### config.mk
export PLATFORM = sky130hd
export DESIGN_NAME = calendar_clock_tick_core
export DESIGN_NICKNAME = d
export VERILOG_FILES = /design/src/sv/cct_pkg.sv /design/src/sv/cct_step.sv /design/src/sv/calendar_clock_tick_core.sv
export SDC_FILE = /design/constraint.sdc
export NUM_CORES = 1
export LEC_CHECK = 0
export ABC_CLOCK_PERIOD_IN_PS = 4200
export BUFFER_PORTS_ARGS = -buffer_cell sky130_fd_sc_hd__buf_2
export CELL_PAD_IN_SITES_DETAIL_PLACEMENT = 1
export CELL_PAD_IN_SITES_GLOBAL_PLACEMENT = 2
export CORE_MARGIN = 1
export CORE_UTILIZATION = 37
export CTS_CLUSTER_SIZE = 14
export DETAILED_ROUTE_END_ITERATION = 8
export PLACE_DENSITY_LB_ADDON = 0.1
export REMOVE_ABC_BUFFERS = 1
export SLEW_MARGIN = 20
export SYNTH_ARGS = -nofsm -noshare
export SYNTH_HDL_FRONTEND = slang
export SYNTH_SLANG_ARGS = --single-unit
### constraint.sdc
create_clock -name clock -period 4.2 [get_ports clock]
set_input_delay 0.42 -clock clock [delete_from_list [all_inputs] [get_ports clock]]
set_output_delay 0.42 -clock clock [all_outputs]
set_load 0.02 [all_outputs]
### src/sv/cct_pkg.sv
// Package for the calendar clock tick core: beat types, calendar state type, constants.
`default_nettype none
package cct_pkg;

   // Field limits
   localparam logic [6:0] SecondMax  = 7'd59;
   localparam logic [6:0] MinuteMax  = 7'd59;
   localparam logic [5:0] HourMax    = 6'd23;
   localparam logic [3:0] WeekdayMax = 4'd6;
   localparam logic [4:0] MonthMax   = 5'd12;
   localparam logic [4:0] DaysLong   = 5'd31;
   localparam logic [4:0] DaysShort  = 5'd30;
   localparam logic [4:0] DaysFeb    = 5'd28;
   localparam logic [4:0] DaysLeap   = 5'd29;

   // Command codes
   localparam logic CmdTick = 1'b0;
   localparam logic CmdLoad = 1'b1;

   // Changed-mask bits
   localparam logic [5:0] MaskSecond = 6'h01;
   localparam logic [5:0] MaskMinute = 6'h02;
   localparam logic [5:0] MaskHour   = 6'h04;
   localparam logic [5:0] MaskDay    = 6'h08;
   localparam logic [5:0] MaskMonth  = 6'h10;
   localparam logic [5:0] MaskYear   = 6'h20;
   localparam logic [5:0] MaskAll    = 6'h3F;

   // Month codes
   localparam logic [3:0] MonJan = 4'd1;
   localparam logic [3:0] MonMar = 4'd3;
   localparam logic [3:0] MonApr = 4'd4;
   localparam logic [3:0] MonMay = 4'd5;
   localparam logic [3:0] MonJun = 4'd6;
   localparam logic [3:0] MonJul = 4'd7;
   localparam logic [3:0] MonAug = 4'd8;
   localparam logic [3:0] MonSep = 4'd9;
   localparam logic [3:0] MonOct = 4'd10;
   localparam logic [3:0] MonNov = 4'd11;
   localparam logic [3:0] MonDec = 4'd12;

   typedef struct packed {
      logic        cmd;
      logic [5:0]  load_second;
      logic [5:0]  load_minute;
      logic [4:0]  load_hour;
      logic [4:0]  load_day;
      logic [3:0]  load_month;
      logic [15:0] load_year;
      logic [2:0]  load_weekday;
   } req_type;

   typedef struct packed {
      logic [5:0]  second;
      logic [5:0]  minute;
      logic [4:0]  hour;
      logic [4:0]  day;
      logic [3:0]  month;
      logic [15:0] year;
      logic [2:0]  weekday;
      logic [5:0]  changed_mask;
   } rsp_type;

   typedef struct packed {
      logic [5:0]  second;
      logic [5:0]  minute;
      logic [4:0]  hour;
      logic [4:0]  day;
      logic [3:0]  month;
      logic [15:0] year;
      logic [2:0]  weekday;
   } cal_type;

   // Days in a month; unknown month codes fall back to February rules
   function automatic logic [4:0] month_length(input logic [3:0] mon, input logic [1:0] yr_lo);
      logic [4:0] len;
      case (mon)
         MonJan, MonMar, MonMay, MonJul, MonAug, MonOct, MonDec: len = DaysLong;
         MonApr, MonJun, MonSep, MonNov:                         len = DaysShort;
         default:                                                len = (yr_lo == 2'd0) ? DaysLeap
                                                                                       : DaysFeb;
      endcase
      return len;
   endfunction

endpackage
`default_nettype wire

### src/sv/cct_step.sv
// Next calendar state and changed mask for one tick or load beat.
`default_nettype none
module cct_step (
   input  var cct_pkg::cal_type cur,
   input  var cct_pkg::req_type req,
   output cct_pkg::cal_type     nxt,
   output logic [5:0]           mask
);
   import cct_pkg::*;

   logic [6:0]  sec_inc;
   logic [6:0]  min_inc;
   logic [5:0]  hour_inc;
   logic [3:0]  wday_inc;
   logic [5:0]  day_inc;
   logic [4:0]  mon_inc;
   logic [4:0]  mon_len;
   logic        sec_wrap, min_wrap, hour_wrap, day_wrap, mon_wrap;
   cal_type     tick_cal;
   logic [5:0]  tick_mask;

   // Per-field increments and rollover tests
   assign sec_inc   = {1'b0, cur.second} + 7'd1;
   assign min_inc   = {1'b0, cur.minute} + 7'd1;
   assign hour_inc  = {1'b0, cur.hour} + 6'd1;
   assign wday_inc  = {1'b0, cur.weekday} + 4'd1;
   assign day_inc   = {1'b0, cur.day} + 6'd1;
   assign mon_inc   = {1'b0, cur.month} + 5'd1;
   assign mon_len   = month_length(cur.month, cur.year[1:0]);
   assign sec_wrap  = sec_inc > SecondMax;
   assign min_wrap  = min_inc > MinuteMax;
   assign hour_wrap = hour_inc > HourMax;
   assign day_wrap  = day_inc > {1'b0, mon_len};
   assign mon_wrap  = mon_inc > MonthMax;

   // Carry cascade
   always_comb begin
      tick_cal  = cur;
      tick_mask = MaskSecond;
      tick_cal.second = sec_wrap ? 6'd0 : sec_inc[5:0];
      if (sec_wrap) begin
         tick_mask |= MaskMinute;
         tick_cal.minute = min_wrap ? 6'd0 : min_inc[5:0];
         if (min_wrap) begin
            tick_mask |= MaskHour;
            tick_cal.hour = hour_wrap ? 5'd0 : hour_inc[4:0];
            if (hour_wrap) begin
               tick_mask |= MaskDay;
               tick_cal.weekday = (wday_inc > WeekdayMax) ? 3'd0 : wday_inc[2:0];
               tick_cal.day     = day_wrap ? 5'd1 : day_inc[4:0];
               if (day_wrap) begin
                  tick_mask |= MaskMonth;
                  tick_cal.month = mon_wrap ? 4'd1 : mon_inc[3:0];
                  if (mon_wrap) begin
                     tick_mask |= MaskYear;
                     tick_cal.year = cur.year + 16'd1;
                  end
               end
            end
         end
      end
   end

   // Load overrides tick
   always_comb begin
      case (req.cmd)
         CmdLoad: begin
            nxt.second  = req.load_second;
            nxt.minute  = req.load_minute;
            nxt.hour    = req.load_hour;
            nxt.day     = req.load_day;
            nxt.month   = req.load_month;
            nxt.year    = req.load_year;
            nxt.weekday = req.load_weekday;
            mask        = MaskAll;
         end
         default: begin
            nxt  = tick_cal;
            mask = tick_mask;
         end
      endcase
   end

endmodule
`default_nettype wire

### src/sv/calendar_clock_tick_core.sv
// A request beat is registered, then its response is registered once the output stage is free.
// One beat per cycle unless the response stalls; the calendar update is a single carry cascade.
// A stalled response holds in the output register while the input register still fills.
// Reset (synchronous, active high) sets 00:00:00, day 1, month 1, year 0, weekday 0,
// and empties both stages.
`default_nettype none
module calendar_clock_tick_core (
   input  var logic             clock,
   input  var logic             reset,
   input  var logic             req_valid,
   output logic                 req_ready,
   input  var cct_pkg::req_type req_data,
   output logic                 rsp_valid,
   input  var logic             rsp_ready,
   output cct_pkg::rsp_type     rsp_data
);
   import cct_pkg::*;

   logic    in_valid_ff, in_valid_in;
   req_type in_data_ff;
   logic    out_valid_ff, out_valid_in;
   rsp_type out_data_ff;
   cal_type cal_ff, cal_in;
   logic [5:0] step_mask;
   logic    out_free, step_fire;

   // Pipeline flow control
   assign out_free  = !out_valid_ff || rsp_ready;
   assign step_fire = in_valid_ff && out_free;
   assign req_ready = !in_valid_ff || out_free;
   assign in_valid_in  = req_ready ? req_valid : in_valid_ff;
   assign out_valid_in = out_free ? in_valid_ff : out_valid_ff;

   cct_step u_step (
      .cur  (cal_ff),
      .req  (in_data_ff),
      .nxt  (cal_in),
      .mask (step_mask)
   );

   // Control and calendar state
   always_ff @(posedge clock) begin
      if (reset) begin
         in_valid_ff  <= 1'b0;
         out_valid_ff <= 1'b0;
         cal_ff       <= '{second: 6'd0, minute: 6'd0, hour: 5'd0, day: 5'd1,
                           month: 4'd1, year: 16'd0, weekday: 3'd0};
      end else begin
         in_valid_ff  <= in_valid_in;
         out_valid_ff <= out_valid_in;
         if (step_fire) begin
            cal_ff <= cal_in;
         end
      end
   end

   // Payload registers
   always_ff @(posedge clock) begin
      if (req_valid && req_ready) begin
         in_data_ff <= req_data;
      end
      if (step_fire) begin
         out_data_ff <= '{second: cal_in.second, minute: cal_in.minute, hour: cal_in.hour,
                          day: cal_in.day, month: cal_in.month, year: cal_in.year,
                          weekday: cal_in.weekday, changed_mask: step_mask};
      end
   end

   assign rsp_valid = out_valid_ff;
   assign rsp_data  = out_data_ff;

endmodule
`default_nettype wire
; Word level (Yosys, flattened, before mapping)
; Index checks and enable logic that the tools add are counted.
[totals]
regBits = 144
input_bits = 50
wordCells = 83
[op_classes]
addsub = 7
magnitude_cmp = 6
n_eq_ne = 11
muxes = 19
bitwise_logic = 4
reduce_logical = 10
[ops]
columns = cell, count
row1 = $mux 45, 1
row2 = $mux 6, 7
row3 = $mux 39, 1
row4 = $mux 33, 1
row5 = $mux 28, 1
row6 = $eq 4x4->1 const B, 5
row7 = $mux 20, 1
row8 = $add 16x1->16 const B, 1
row9 = $eq 4x3->1 const B, 4
row10 = $mux 16, 1
row11 = $add 6x1->7 const B, 2
row12 = $gt 7x6->1 const B, 2
row13 = $add 5x1->6 const B, 2
row14 = $mux 5, 2
row15 = $pmux 5 s2, 1
row16 = $reduce_or 7->1, 1
row17 = $gt 6x5->1, 1
row18 = $gt 6x5->1 const B, 1
row19 = $add 4x1->5 const B, 1
row20 = $gt 5x4->1 const B, 1
row21 = $reduce_or 5->1, 1
row22 = $add 3x1->4 const B, 1
row23 = $eq 4x1->1 const B, 1
row24 = $eq 4x2->1 const B, 1
row25 = 10 further kinds, 16

; Longest topological paths before layout
[logic_depth]
word_depth = 9
mapped_depth = 14
depth_no_buf = 14

; By module
; Synthesis repeated with hierarchy kept, for this count alone.
[hier_totals]
cells_unflattened = 667
hier_area_um2 = 7354.6
[by_module_without_submodules]
columns = mod, instances, cells_per_inst, area_per_inst_um2, seq_area_each_um2
row1 = calendar_clock_tick_core, 1, 302, 5048.6, 3853.7
row2 = cct_step, 1, 365, 2306.0, 0.0

; Least setup slack after synthesis
; OpenSTA, ideal clock, no wires.
[synth_timing]
kind = reg-to-reg
from = reg out_valid_ff, in the netlist rsp_valid
to = reg cal_ff[26] in the netlist's numbering
setup_ns = 0.118
t_arrival_ns = 3.172
slack_ns = 0.909
path_stages_with_launch = 9
n_path_buf = 3
period_less_slack_ns = 3.291
cell_sequence = dfxtp_1 -> nor2b_1 -> nand2b_1 -> clkbuf_1 -> inv_1 -> clkbuf_1 -> clkbuf_1 -> o21ai_0 -> o2bb2ai_1
[synth_via]
elab_chain_cells = 3
[synth_lines]
columns = element, line_no
row1 = "start, declared", calendar_clock_tick_core.sv:21  ; logic out_valid_ff, out_valid_in;
row2 = "start signal, assigned", calendar_clock_tick_core.sv:50  ; out_valid_ff <= out_valid_in;
row3 = $logic_not 1->1, calendar_clock_tick_core.sv:28  ; assign out_free = !out_valid_ff || rsp_ready;
row4 = $logic_or 1x1->1, calendar_clock_tick_core.sv:28
row5 = $logic_and 1x1->1, calendar_clock_tick_core.sv:29  ; assign step_fire = in_valid_ff && out_free;
row6 = net step_fire, calendar_clock_tick_core.sv:25  ; logic out_free, step_fire;
row7 = "end signal, assigned", calendar_clock_tick_core.sv:46  ; cal_ff <= '{second: 6'd0, minute: 6'd0, hour: 5'd0, day: 5'd1,
row8 = "end signal, assigned", calendar_clock_tick_core.sv:52  ; cal_ff <= cal_in;
row9 = "end, declared", calendar_clock_tick_core.sv:23  ; cal_type cal_ff, cal_in;
; The timed path passes the listed nets, and every way through them passes these cells.
; A chain may end at the register's enable or synchronous reset.

==> results.tsv <==
stage	metric	value	unit
pwr	Power Dens Cells	411	mW/mm^2
global_route	pin count of the biggest net entering global routing	54	
layout	post-layout util	44.7	%
timing	clock skew	0.0139	ns
critical_path	capture point of the worst reg-to-reg path	rsp_data[22]	
critical_path	critical path peak fanout	9	
job	max_cap viols	0	
critical_path	worst reg2reg setup slack	0.61	ns
layout	area delta synth->final	18.4	%
synthesis	FF+latch count, synth	143	
die	area of the die	0.0205	mm^2
critical_path	Buf+Inv Stages, Crit Path	1	
clock_network	H-tree depth	4	
layout	commonest non-fill, non-tap cells in the layout	buf_2 (101), edfxtp_1 (96), nand2_1 (83), nor2_1 (57), o21ai_0 (52)	
timing	setup violators final	0	
critical_path	R2R cell count	14	
critical_path	crit path DAT	3.87	ns
detailed_routing	Starting DRT DRC Count	214	
global_route	GR Overflow Total	0	
critical_path	kind of critical path	flop to flop	
layout	Final Net Count	901	
synthesis	Synth Flop Type	edfxtp_1	
timing	setup ws final	0.611	ns
timing	fmax	279	MHz
global_route	first-pass GRT wire length	34800	um
worst_hold_path	Hold Path Sink	in_data_ff[2]	
global_route	initial antenna violation count	0	
worst_hold_path	hold path start	req_data[2]	
detailed_routing	antenna-violating nets left	0	
die	I/O Pins	103	
synthesis	sequential fraction of the synthesis area	51.8	%
critical_path	crit-path cells	inv_1 -> ha_1 -> a21oi_1 -> nand2_1 -> o31ai_1 -> nor2b_1 -> ha_1 -> nor2b_1 -> o2111ai_1 -> a21bo_2 -> nor3_4 -> nand2_1 -> or4_1 -> nand3_1	
clock_network	hold_buf cts	0	
clock_network	Clock Sinks	143	
placement	Detail Placement HPWL	14300	um
synthesis	yosys warns	0	
placement	dpl ws	0.637	ns
detailed_routing	routed wire length	21700	um
clock_network	clk slew on worst S/H paths	0.07	ns
synthesis	Netlist cell types	74	
synthesis	EDFF count, synth	96	
clock_network	Clock Path Buffers	2	
critical_path	CP Launch Point	cal_ff[19]	
detailed_routing	drt first pass iters	4	
synthesis	Post-Synthesis Cells	746	
detailed_routing	drt wl/cell	19.5	um
placement	I/O Buffers	101	
placement	gpl congestion	0.819	
die	Die H	143	um
detailed_routing	detailed-route vias per instance	5.59	
timing	Final Slew Violations	0	
timing	Max-slew headroom	27.6	%
pwr	leakage power	3.14	nW
clock_network	worst-skew pair later-pin latency	0.43	ns
layout	most common cell after layout, fill and taps aside	buf_2	
critical_path	CP top delay family	simple AND/OR/NAND/NOR gates	
detailed_routing	drt drc	0	
critical_path	CP max stage cell	dfxtp_1	
worst_hold_path	worst hold-check path type	input pin to flop	
timing	Tcrit/Tclk final	85.5	%
status	status	complete, no violations	
detailed_routing	DR vias	6206	
layout	fraction of layout cells with a size suffix above 1	19.4	%
critical_path	critical path data required time	4.48	ns
synthesis	Synth async-reset ratio	0	%
clock_network	root buf cell	clkbuf_16	
global_route	vias in the first global route	6586	
critical_path	Crit path largest cell delay	0.51	ns
clock_network	clock buffer count from CTS	17	
timing	final hold violations	0	
die	die width	143	um
layout	fill count	2254	
synthesis	Avg Synthesized Cell Area	9.89	um^2
timing	Least-Margin Pin Slew	1.09	ns
die	Rows	51	
critical_path	CP Launch Type	flop	
timing	Period minus WS final	3.59	ns
clock_network	Setup Fix Bufs, Post-CTS	0	
critical_path	CP endpoint kind	flop	
synthesis	area of the mapped netlist	0.00738	mm^2
clock_network	CTS tree	yes	
timing	RSZ-0062 raised after global routing	no	
die	CORE AREA	0.0195	mm^2
global_route	Tot GR Track Use	22.3	%
worst_hold_path	hold path cells	1	
die	Starting Density	37.8	%
critical_path	Critical R2R Launch	cal_ff[19]	
layout	ant diodes	0	
clock_network	Resized cells post-CTS	0	
pwr	worst-case vdd ir drop	254	uV
stage by stage:
step	power [W]	std cells	setup TNS (ns)	instance area, um^2	hold WS, ns
3_5_place_dp	0.00203	1079	0	8130	0.513
5_1_grt	0.00373	1111	0	8730	0.138
4_1_cts	0.00363	1111	0	8730	0.143
3_3_place_gp	0.00201	1079	0	8130	0.494
6_report	0.00359	1111	0	8730	0.159
2_1_floorplan	0.00188	698	-1.64	7180	0.468
where the power goes:
| group | switching, W | total (W) | internal (W) | leakage (nW) |
|---|---|---|---|---|
| clock network | 0.000607 | 0.00159 | 0.000987 | 0.294 |
| registers | 0.0000627 | 0.00166 | 0.00159 | 1.31 |
| logic | 0.000221 | 0.000343 | 0.000122 | 1.54 |
cells by family (layout without fill, tap and decap cells):
family / after synthesis / after routing / share of synthesized area (%)
and+or+nand+nor: 285 / 285 / 19.9
AOI/OAI and AO/OA: 202 / 202 / 17.8
DFF: 143 / 143 / 51.8
buffers and inverters: 67 / 167 / 3.71
xor gates and xnor gates: 21 / 21 / 2.49
adders and majority gates: 18 / 18 / 3.05
muxes: 9 / 9 / 1.24
other: 1 / 1 / 0.0508
synthesized netlist by cell type, types with 4 or more instances:
| cell type | n | area share, % |
|---|---|---|
| edfxtp_1 | 96 | 39 |
| nand2_1 | 83 | 4.2 |
| nor2_1 | 57 | 2.9 |
| o21ai_0 | 52 | 3.5 |
| a21oi_1 | 47 | 3.2 |
| dfxtp_1 | 47 | 13 |
| clkbuf_1 | 33 | 1.7 |
| nand3_1 | 30 | 2.0 |
| a31oi_1 | 22 | 1.9 |
| inv_1 | 19 | 0.97 |
| ha_1 | 18 | 3.1 |
| nor3_1 | 17 | 1.2 |
| nand4_1 | 13 | 1.1 |
| or3_1 | 13 | 1.1 |
| and2_1 | 12 | 1.0 |
| xnor2_1 | 11 | 1.3 |
| nor2b_1 | 10 | 0.85 |
| xor2_1 | 10 | 1.2 |
| mux2i_1 | 8 | 1.1 |
| o211ai_1 | 8 | 0.81 |
| o22ai_1 | 8 | 0.68 |
| o31ai_1 | 8 | 0.81 |
| or4_1 | 8 | 0.81 |
| and3_1 | 7 | 0.59 |
| a211oi_1 | 6 | 0.61 |
| buf_2 | 6 | 0.41 |
| buf_1 | 5 | 0.25 |
| nand2b_1 | 5 | 0.42 |
| nand3b_1 | 5 | 0.51 |
| nor4_1 | 5 | 0.42 |
| a21o_1 | 4 | 0.41 |
| a32oi_1 | 4 | 0.47 |
| buf_4 | 4 | 0.41 |
area by class of cell:
class	count	area, um^2	share of cell area, %
Clock buffer	19	433	4.96
Clock inverter	13	171	1.96
Timing Repair Buffer	116	618	7.08
Multi-Input combinational cell	536	3290	37.6
Sequential cell	143	3820	43.8
Tap cell	265	332	3.80
Inverter	19	71.3	0.817
sequential cells by signal, summed over array words and instances (netlist names):
name / count
in_valid_ff: 1
in_data_ff: 46
rsp_valid: 1
cal_ff: 45
rsp_data: 50
worst max-delay path by stage:
stage          slack (ns)  cells past startpoint            to
6_report             0.61                     14  rsp_data[22]
5_1_grt              0.28                     13    cal_ff[21]
4_1_cts              0.60                     14  rsp_data[22]
3_5_place_dp         0.64                     14  rsp_data[22]
3_3_place_gp         0.80                     14  rsp_data[22]
2_1_floorplan       -0.21                      5    cal_ff[33]
metal layers:
metal  part of all wire (%)  GRT usage (%)  vias to the layer above
li1                       -              -                     2966
met5                      0              0                        -
met4                    1.2           7.11                        0
met3                    4.0           4.76                       27
met1                     44           27.6                     3065
met2                     50           38.6                      148
worst reg2reg max path: stages (launching register included):
cell,delay [ns]
dfxtp_1,0.51
inv_1,0.16
ha_1,0.25
a21oi_1,0.15
nand2_1,0.07
o31ai_1,0.10
nor2b_1,0.18
ha_1,0.18
nor2b_1,0.18
o2111ai_1,0.20
a21bo_2,0.33
nor3_4,0.34
nand2_1,0.22
or4_1,0.50
nand3_1,0.09
(Power assumes the default switching activity.)
